**config.mk**
```make
export PLATFORM = sky130hd
export DESIGN_NAME = s_expression_tokenizer_core
export DESIGN_NICKNAME = d
export VERILOG_FILES = /design/src/sexp_tok_pkg.sv /design/src/sexp_tok_scan.sv /design/src/sexp_tok_outq.sv /design/src/s_expression_tokenizer_core.sv
export SDC_FILE = /design/constraint.sdc
export NUM_CORES = 2
export LEC_CHECK = 0
export BUFFER_PORTS_ARGS = -buffer_cell sky130_fd_sc_hd__buf_2
export CAP_MARGIN = 20
export CORE_ASPECT_RATIO = 0.8
export CORE_UTILIZATION = 68
export DETAILED_ROUTE_END_ITERATION = 10
export PLACE_DENSITY = 0.9
export SETUP_SLACK_MARGIN = 0.3
export SLEW_MARGIN = 30
export SYNTH_ARGS = -nofsm -noshare
export SYNTH_HDL_FRONTEND = slang
export SYNTH_SLANG_ARGS = --single-unit
```
**constraint.sdc**
```tcl
create_clock -name clk -period 15 [get_ports clk]
set_input_delay 3 -clock clk [delete_from_list [all_inputs] [get_ports clk]]
set_output_delay 3 -clock clk [all_outputs]
set_load 0.02 [all_outputs]
```
**src/sexp_tok_pkg.sv**
```systemverilog
// Package for the S-expression tokenizer: token and scan-mode types, character
// codes, saturation limits and the token record shared by the scanner and queue.
// No dependencies.
package sexp_tok_pkg;

    localparam int OFFSET_BITS = 32;
    localparam int LINE_BITS   = 32;
    localparam int NUM_BITS    = 64;
    localparam int OUT_BITS    = 32;
    localparam int QUEUE_DEPTH = 4;
    localparam int COUNT_BITS  = $clog2(QUEUE_DEPTH + 1);

    typedef logic [OFFSET_BITS-1:0] offset_t;
    typedef logic [LINE_BITS-1:0]   line_t;

    typedef enum logic [2:0] {
        KIND_OPEN  = 3'd0,
        KIND_CLOSE = 3'd1,
        KIND_DOT   = 3'd2,
        KIND_QUOTE = 3'd3,
        KIND_SYM   = 3'd4,
        KIND_NUM   = 3'd5,
        KIND_END   = 3'd6,
        KIND_ERR   = 3'd7
    } token_kind_t;

    typedef enum logic [2:0] {
        MODE_IDLE    = 3'd0,
        MODE_COMMENT = 3'd1,
        MODE_MINUS   = 3'd2,
        MODE_NUMBER  = 3'd3,
        MODE_SYMBOL  = 3'd4,
        MODE_BAR     = 3'd5
    } scan_mode_t;

    localparam logic [7:0] CH_NUL       = 8'h00;
    localparam logic [7:0] CH_TAB       = 8'h09;
    localparam logic [7:0] CH_NEWLINE   = 8'h0A;
    localparam logic [7:0] CH_CR        = 8'h0D;
    localparam logic [7:0] CH_SPACE     = 8'h20;
    localparam logic [7:0] CH_OPEN      = 8'h28;
    localparam logic [7:0] CH_CLOSE     = 8'h29;
    localparam logic [7:0] CH_QUOTE     = 8'h27;
    localparam logic [7:0] CH_SEMI      = 8'h3B;
    localparam logic [7:0] CH_BACKSLASH = 8'h5C;
    localparam logic [7:0] CH_BAR       = 8'h7C;
    localparam logic [7:0] CH_MINUS     = 8'h2D;
    localparam logic [7:0] CH_DOT       = 8'h2E;
    localparam logic [7:0] CH_ZERO      = 8'h30;
    localparam logic [7:0] CH_NINE      = 8'h39;

    localparam logic [NUM_BITS-1:0] POS_LIMIT = {1'b0, {(NUM_BITS-1){1'b1}}};
    localparam logic [NUM_BITS-1:0] NEG_LIMIT = {1'b1, {(NUM_BITS-1){1'b0}}};
    localparam line_t               LINE_MAX  = '1;

    typedef struct packed {
        token_kind_t               kind;
        logic signed [NUM_BITS-1:0] num;
        logic [OUT_BITS-1:0]       start;
        logic [OUT_BITS-1:0]       len;
        logic [OUT_BITS-1:0]       line;
        logic                      last;
    } token_t;

    typedef struct packed {
        logic valid;
        logic room;
    } outq_status_t;

endpackage

```
**src/sexp_tok_scan.sv**
```systemverilog
// Scanner for the S-expression tokenizer: holds the scan state registers and
// turns one accepted byte into zero, one or two tokens.
// Depends on sexp_tok_pkg.
module sexp_tok_scan (
    input  logic                 clk,
    input  logic                 rst_n,
    input  logic                 accept,
    input  logic [7:0]           data_byte,
    input  logic                 end_of_input,
    output sexp_tok_pkg::token_t tok0,
    output sexp_tok_pkg::token_t tok1,
    output logic [1:0]           tok_count
);
    import sexp_tok_pkg::*;

    scan_mode_t          mode_reg, mode_next;
    logic [NUM_BITS-1:0] acc_reg, acc_next;
    logic                neg_reg, neg_next;
    logic                sat_reg, sat_next;
    offset_t             start_reg, start_next;
    offset_t             offset_reg, offset_next;
    line_t               line_reg, line_next;

    logic is_space, is_digit, is_sym;
    logic [3:0] digit;

    assign is_space = (data_byte inside {CH_SPACE, [CH_TAB:CH_CR]});
    assign is_digit = (data_byte inside {[CH_ZERO:CH_NINE]});
    assign is_sym   = !is_space && !(data_byte inside {CH_NUL, CH_OPEN, CH_CLOSE, CH_QUOTE,
                                                       CH_SEMI, CH_BACKSLASH, CH_BAR});
    assign digit    = data_byte[3:0];

    // Which actions this byte triggers.
    logic pending, do_flush, do_idle, idle_emits, bump;
    logic start_num, start_neg;

    assign pending = (mode_reg == MODE_MINUS) || (mode_reg == MODE_NUMBER) ||
                     (mode_reg == MODE_SYMBOL) || (mode_reg == MODE_BAR);

    always_comb
    begin
        do_idle = 1'b0;
        do_flush = 1'b0;
        if (end_of_input)
        begin
            do_flush = pending;
        end
        else
        begin
            case (mode_reg)
                MODE_COMMENT: ;
                MODE_MINUS, MODE_NUMBER:
                begin
                    do_flush = !is_digit;
                    do_idle  = !is_digit;
                end
                MODE_SYMBOL:
                begin
                    do_flush = !is_sym;
                    do_idle  = !is_sym;
                end
                MODE_BAR:    do_flush = (data_byte == CH_BAR);
                default:     do_idle  = 1'b1;
            endcase
        end
    end

    assign idle_emits = (data_byte inside {CH_OPEN, CH_CLOSE, CH_QUOTE, CH_DOT,
                                           CH_NUL, CH_BACKSLASH});
    assign bump = !end_of_input && (data_byte == CH_NEWLINE) &&
                  (do_idle || (mode_reg == MODE_COMMENT));
    assign start_neg = !end_of_input && (mode_reg == MODE_MINUS) && is_digit;
    assign start_num = start_neg || (do_idle && is_digit);

    // Digit accumulation with saturation: acc*10+d is compared with the limit.
    logic [NUM_BITS-1:0] acc_base, limit;
    logic                sat_base, neg_new;
    logic [NUM_BITS+3:0] prod;

    assign acc_base = start_num ? '0 : acc_reg;
    assign sat_base = start_num ? 1'b0 : sat_reg;
    assign neg_new  = start_num ? start_neg : neg_reg;
    assign limit    = neg_new ? NEG_LIMIT : POS_LIMIT;
    assign prod     = ({4'b0, acc_base} << 3) + ({4'b0, acc_base} << 1) +
                      {{(NUM_BITS){1'b0}}, digit};

    // Next scan state.
    always_comb
    begin
        mode_next   = mode_reg;
        acc_next    = acc_reg;
        neg_next    = neg_reg;
        sat_next    = sat_reg;
        start_next  = start_reg;
        offset_next = offset_reg;
        line_next   = line_reg;
        if (!end_of_input)
        begin
            offset_next = offset_reg + offset_t'(1);
        end
        if (bump && (line_reg != LINE_MAX))
        begin
            line_next = line_reg + line_t'(1);
        end
        if (do_flush || end_of_input)
        begin
            mode_next = MODE_IDLE;
        end
        if (!end_of_input && (mode_reg == MODE_COMMENT) && (data_byte == CH_NEWLINE))
        begin
            mode_next = MODE_IDLE;
        end
        if (do_idle)
        begin
            mode_next = MODE_IDLE;
            if (data_byte == CH_SEMI)
            begin
                mode_next = MODE_COMMENT;
            end
            else if (data_byte == CH_MINUS)
            begin
                mode_next  = MODE_MINUS;
                start_next = offset_reg;
            end
            else if (data_byte == CH_BAR)
            begin
                mode_next  = MODE_BAR;
                start_next = offset_reg + offset_t'(1);
            end
            else if (is_digit)
            begin
                mode_next = MODE_NUMBER;
            end
            else if (is_sym && (data_byte != CH_DOT))
            begin
                mode_next  = MODE_SYMBOL;
                start_next = offset_reg;
            end
        end
        if (start_neg)
        begin
            mode_next = MODE_NUMBER;
        end
        if (start_num || (!end_of_input && (mode_reg == MODE_NUMBER) && is_digit))
        begin
            neg_next = neg_new;
            sat_next = sat_base;
            acc_next = acc_base;
            if (!sat_base)
            begin
                if (prod > {4'b0, limit})
                begin
                    acc_next = limit;
                    sat_next = 1'b1;
                end
                else
                begin
                    acc_next = prod[NUM_BITS-1:0];
                end
            end
        end
    end

    // Token outputs: the flushed token comes first, then the new one.
    token_t flush_tok, new_tok;
    logic   new_valid;
    offset_t sym_len;

    assign sym_len = offset_reg - start_reg;

    always_comb
    begin
        flush_tok       = '0;
        flush_tok.kind  = KIND_SYM;
        flush_tok.line  = OUT_BITS'(line_reg);
        flush_tok.start = OUT_BITS'(start_reg);
        flush_tok.len   = OUT_BITS'(sym_len);
        if (mode_reg == MODE_MINUS)
        begin
            flush_tok.len = OUT_BITS'(1);
        end
        else if (mode_reg == MODE_NUMBER)
        begin
            flush_tok.kind  = KIND_NUM;
            flush_tok.start = '0;
            flush_tok.len   = '0;
            flush_tok.num   = neg_reg ? -$signed(acc_reg) : $signed(acc_reg);
        end
    end

    always_comb
    begin
        new_tok      = '0;
        new_tok.line = OUT_BITS'(line_reg);
        new_valid    = end_of_input || (do_idle && idle_emits);
        if (end_of_input)
        begin
            new_tok.kind = KIND_END;
        end
        else
        begin
            case (data_byte)
                CH_OPEN:  new_tok.kind = KIND_OPEN;
                CH_CLOSE: new_tok.kind = KIND_CLOSE;
                CH_QUOTE: new_tok.kind = KIND_QUOTE;
                CH_DOT:   new_tok.kind = KIND_DOT;
                default:  new_tok.kind = KIND_ERR;
            endcase
        end
    end

    always_comb
    begin
        tok0 = flush_tok;
        tok1 = new_tok;
        tok1.last = 1'b1;
        if (do_flush && new_valid)
        begin
            tok_count = 2'd2;
        end
        else if (do_flush)
        begin
            tok_count = 2'd1;
            tok0.last = 1'b1;
        end
        else if (new_valid)
        begin
            tok_count = 2'd1;
            tok0 = new_tok;
            tok0.last = 1'b1;
        end
        else
        begin
            tok_count = 2'd0;
        end
    end

    always_ff @(posedge clk or negedge rst_n)
    begin
        if (!rst_n)
        begin
            mode_reg   <= MODE_IDLE;
            acc_reg    <= '0;
            neg_reg    <= 1'b0;
            sat_reg    <= 1'b0;
            start_reg  <= '0;
            offset_reg <= '0;
            line_reg   <= line_t'(1);
        end
        else if (accept)
        begin
            mode_reg   <= mode_next;
            acc_reg    <= acc_next;
            neg_reg    <= neg_next;
            sat_reg    <= sat_next;
            start_reg  <= start_next;
            offset_reg <= offset_next;
            line_reg   <= line_next;
        end
    end

endmodule

```
**src/sexp_tok_outq.sv**
```systemverilog
// Output queue for the S-expression tokenizer: a short shifting queue of token
// records that takes up to two tokens and gives one per cycle while pop is held.
// Depends on sexp_tok_pkg.
module sexp_tok_outq (
    input  logic                       clk,
    input  logic                       rst_n,
    input  logic [1:0]                 push_count,
    input  sexp_tok_pkg::token_t       tok0,
    input  sexp_tok_pkg::token_t       tok1,
    input  logic                       pop,
    output sexp_tok_pkg::token_t       head,
    output sexp_tok_pkg::outq_status_t status
);
    import sexp_tok_pkg::*;

    token_t                q_reg [QUEUE_DEPTH];
    token_t                q_next [QUEUE_DEPTH];
    logic [COUNT_BITS-1:0] count_reg, count_next, count_base;

    always_comb
    begin
        q_next     = q_reg;
        count_base = count_reg;
        if (pop)
        begin
            for (int i = 0; i < QUEUE_DEPTH - 1; i++)
            begin
                q_next[i] = q_reg[i+1];
            end
            count_base = count_reg - COUNT_BITS'(1);
        end
        for (int i = 0; i < QUEUE_DEPTH; i++)
        begin
            if ((push_count != 2'd0) && (COUNT_BITS'(i) == count_base))
            begin
                q_next[i] = tok0;
            end
            if ((push_count == 2'd2) && (COUNT_BITS'(i) == count_base + COUNT_BITS'(1)))
            begin
                q_next[i] = tok1;
            end
        end
        count_next = count_base + COUNT_BITS'(push_count);
    end

    always_ff @(posedge clk)
    begin
        q_reg <= q_next;
    end

    always_ff @(posedge clk or negedge rst_n)
    begin
        if (!rst_n)
        begin
            count_reg <= '0;
        end
        else
        begin
            count_reg <= count_next;
        end
    end

    assign head         = q_reg[0];
    assign status.valid = (count_reg != '0);
    assign status.room  = (count_reg <= COUNT_BITS'(QUEUE_DEPTH - 2));

endmodule

```
**src/s_expression_tokenizer_core.sv**
```systemverilog
// Top level of the S-expression tokenizer: scanner plus output token queue.
// Depends on sexp_tok_pkg, sexp_tok_scan and sexp_tok_outq.
//
//   channel | handshake                 | payload
//   --------+---------------------------+-------------------------------------------
//   bytes   | data_valid / data_ready   | data_byte, end_of_input
//   tokens  | token_valid / token_ready | token_kind, number_value, symbol_start,
//           |                           | symbol_length, line_number, last_of_run
//
// Each request on the byte channel is scanned in the cycle it is accepted; its
// tokens are registered into the output queue and leave it in order, one per
// cycle while token_ready is high. One byte can be taken every cycle while
// data_ready is high; the four-entry queue absorbs items that yield two tokens.
// Reset clears the scan state to idle, offset zero and line one, and empties
// the queue. A stall on the token side fills the queue; data_ready drops
// once fewer than two entries are free.
module s_expression_tokenizer_core (
    input  logic                                clk,
    input  logic                                rst_n,
    input  logic                                data_valid,
    output logic                                data_ready,
    input  logic [7:0]                          data_byte,
    input  logic                                end_of_input,
    output logic                                token_valid,
    input  logic                                token_ready,
    output logic [2:0]                          token_kind,
    output logic signed [sexp_tok_pkg::NUM_BITS-1:0] number_value,
    output logic [31:0]                         symbol_start,
    output logic [31:0]                         symbol_length,
    output logic [31:0]                         line_number,
    output logic                                last_of_run
);
    import sexp_tok_pkg::*;

    logic         accept;
    token_t       tok0, tok1, head;
    logic [1:0]   tok_count, push_count;
    outq_status_t status;

    // A byte is taken only when the queue can hold both of its possible tokens.
    assign data_ready = status.room;
    assign accept     = data_valid && data_ready;
    assign push_count = accept ? tok_count : 2'd0;

    sexp_tok_scan u_scan (
        .clk          (clk),
        .rst_n        (rst_n),
        .accept       (accept),
        .data_byte    (data_byte),
        .end_of_input (end_of_input),
        .tok0         (tok0),
        .tok1         (tok1),
        .tok_count    (tok_count)
    );

    sexp_tok_outq u_outq (
        .clk        (clk),
        .rst_n      (rst_n),
        .push_count (push_count),
        .tok0       (tok0),
        .tok1       (tok1),
        .pop        (token_valid && token_ready),
        .head       (head),
        .status     (status)
    );

    // The head of the queue drives the token channel directly.
    assign token_valid   = status.valid;
    assign token_kind    = head.kind;
    assign number_value  = head.num;
    assign symbol_start  = head.start;
    assign symbol_length = head.len;
    assign line_number   = head.line;
    assign last_of_run   = head.last;

endmodule

```
==> run_results.csv <==
group,metric,value,unit
global_route,grt_pass1_vias,38500,
placed_design,place.gp.congestion,0.946,
synth,ys_ff_latch,824,
timing,slew_violations,0,
pwr,cellPowerDensity,171,nW/um2
hold_path,hold_path.class,"reg2reg",
timing,post-route-min-period,11590,ps
cts,holdBufCountCts,0,
floorplan,die_h,235,um
setup_path,cp_slowest_cell,"o21ai_4",
floorplan,start_util,69.5,%
setup_path,cp.buffers_inverters,4,
layout,largest_reg_flops,492,
layout,multi_input_area,24400,um2
layout,area_delta_synth_final,5.40,%
routing,vias,41000,
placed_design,dp.cells,6109,
synth,synth_top_area_share,22.4,%
layout,nFillCells,4782,
cts,path_clk_slew,70,ps
routing,dr.pass1.iters,6,
timing,tightest_slew,1030,ps
floorplan,num_io_pins,179,
routing,via_per_inst,6.55,
setup_path,startpoint_type,"input port",
synth,synth_area,46100,um2
global_route,grt_max_degree,213,
routing,antenna_left,0,
synth,synth_ff_type,"dfxtp_1",
synth,synthTopCellsByArea,"dfxtp_1 22%, nand2_1 10%, edfxtp_1 9.1%, dfrtp_1 9.1%, ha_1 6.3%",
global_route,grt_overflow,0,
floorplan,std_cell_rows,84,
timing,setup_viol,0,
setup_path,end_kind,"flip-flop",
cts,post_cts_buffers,0,
cts,cts_resized,0,
setup_path,worstPathRequired,15490,ps
setup_path,max_stage_delay,720,ps
cts,root_buffer,"clkbuf_16",
setup_path,crit_type,"in2reg",
layout,diodes,0,
layout,nNetsFinal,5536,
timing,fin_tns_setup,0,ps
flow_run,maxCapViolCount,0,
pwr,ir_drop,0.000110,V
timing,hold_viol,0,
synth,synth.net_count,5788,
setup_path,crit_family,"compound AO/OA/AOI/OAI gates",
synth,synth_warnings,0,
synth,syn_inst,5540,
placed_design,hpwl,81200,um
routing,drtIter0Drc,5004,
cts,htree_levels,3,
floorplan,coreArea,66300,um2
pwr,leakage,0.0204,uW
floorplan,die_w,293,um
floorplan,dieArea,68800,um2
synth,synth_edf_count,140,
layout,regArea,18700,um2
timing,fin_skew,26.6,ps
setup_path,critPathArrivalTime,12080,ps
setup_path,crit_fanout,63,
pwr,swShare,39.0,%
global_route,grt_usage,36.2,%
routing,wl_per_cell,20.4,um
synth,yosysTopAreaCell,"dfxtp_1",
routing,remaining_drc_errors,0,
timing,final.period_utilization,77.2,%
cts,cts.sinks,824,
outcome,outcome,"complete, no violations",
synth,ys_seq_area_share,40.7,%
setup_path,crit_path_frequent_cell,"ha_1",
pwr,p_clk_share,24.1,%
synth,yosys.cell_types.count,85,
pwr,intPower,5080,uW
pwr,combPwrFrac,35.2,%
cts,clock_latency,660,ps
timing,rsz0062_at_grt,"no",
placed_design,port_buffers,178,
synth,syn_avg_cell_area,8.32,um2
cts,cts_tree,"built",
cts,cts_inserted_buffers,79,
layout,drive_gt1_share,9.28,%
global_route,grt_pass1_wl,205000,um
layout,stdcell_count,6256,
timing,max_freq,86.3,MHz
pwr,seqPwrFrac,40.7,%
timing,relSlewSlack,31.5,%
cts,clockBufferDepth,3,
synth,synthArstFlopShare,20.4,%
global_route,antenna_found_initial,0,
routing,routed_wl,128000,um
pwr,p_switching,3240,uW
[cell type report]
cell class	instances	area share [%]
Clock buffer	121	4.67
Timing Repair Buffer	228	2.77
Tap cell	903	2.33
Sequential cell	824	38.6
Clock inverter	25	0.636
Inverter	88	0.683
Multi-Input combinational cell	4067	50.3
[placed cells by master, fill, tap and decap left out, types with 87 or more instances in the layout]
master	synthesis	final
a21oi_1	412	412
a311oi_1	311	311
and2_1	108	107
buf_2	17	177
dfrtp_1	167	166
dfxtp_1	516	516
edfxtp_1	140	140
ha_1	232	232
inv_1	88	87
mux2_2	95	95
nand2_1	1240	1234
nand3_1	178	175
nand4_1	97	97
nor2_1	442	437
o21ai_0	127	127
xnor2_1	120	119
xor2_1	124	123
[synthesized netlist by cell type, types with 76 or more instances]
| master | instances |
|---|---|
| a21oi_1 | 412 |
| a311oi_1 | 311 |
| and2_1 | 108 |
| and3_1 | 76 |
| buf_4 | 163 |
| clkbuf_1 | 355 |
| dfrtp_1 | 167 |
| dfxtp_1 | 516 |
| edfxtp_1 | 140 |
| ha_1 | 232 |
| inv_1 | 88 |
| mux2_2 | 95 |
| nand2_1 | 1240 |
| nand3_1 | 178 |
| nand4_1 | 97 |
| nor2_1 | 442 |
| o21ai_0 | 127 |
| xnor2_1 | 120 |
| xor2_1 | 124 |
[final timing paths]
kind	startpoint	to	slack [ps]	cells after the start
max in group asynchronous	rst_n	u_scan.start_reg[4]	10910	3
worst min register to register	u_outq.q_reg[34]	u_outq.q_reg[34]	450	2
min in group asynchronous	rst_n	u_scan.line_reg[13]	2290	1
worst max-delay path	data_byte[2]	u_scan.acc_reg[47]	3410	33
worst min-delay path	u_outq.q_reg[34]	u_outq.q_reg[34]	450	2
worst max register to register	u_scan.mode_reg[2]	u_scan.acc_reg[47]	6330	30
[logic make-up after synthesis]
family | after synthesis | synth area share, %
and+or+nand+nor | 2309 | 21.9
muxes | 100 | 2.43
DFF | 824 | 40.7
adders and majority gates | 235 | 6.43
buffers and inverters | 649 | 6.71
AOI/OAI and AO/OA | 1179 | 17.3
xor gates and xnor gates | 244 | 4.64
[layer usage]
layer | GRT usage [%] | routed length (um) | share of wire [%]
met1 | 50.8 | 53300 | 42
met2 | 56.6 | 57700 | 45
met5 | 0 | 0 | 0
met3 | 5.97 | 12500 | 9.8
met4 | 12.6 | 4120 | 3.2
[power by group through the flow]
stage | sequential, uW | combinational (uW) | clock [uW]
floorplan | 3260 | 2280 | 0
global placement | 3370 | 2730 | 0
detailed placement | 3400 | 2820 | 0
CTS | 3370 | 2860 | 2020
global route | 3440 | 3180 | 2110
finish | 3390 | 2930 | 2010
[per-stage QoR]
stage	worst slack (ps)	utilization, %	power (uW)	instance area (um2)	hold slack, ps
after global routing	2990	73.2	8730	48600	469
after floorplan	4920	-	5540	46100	425
after detailed placement	3010	69.3	6220	45900	443
after global placement	3240	69.2	6100	45900	436
after CTS	3660	73.1	8250	48500	455
final	3410	73.2	8320	48600	454
[worst min-delay path, delay by kind of cell (launching register included)]
kind            cells  cell delay [ps]
compound gates      1               50
flops               1              310
simple gates        1               50
(Power assumes the default switching activity.)
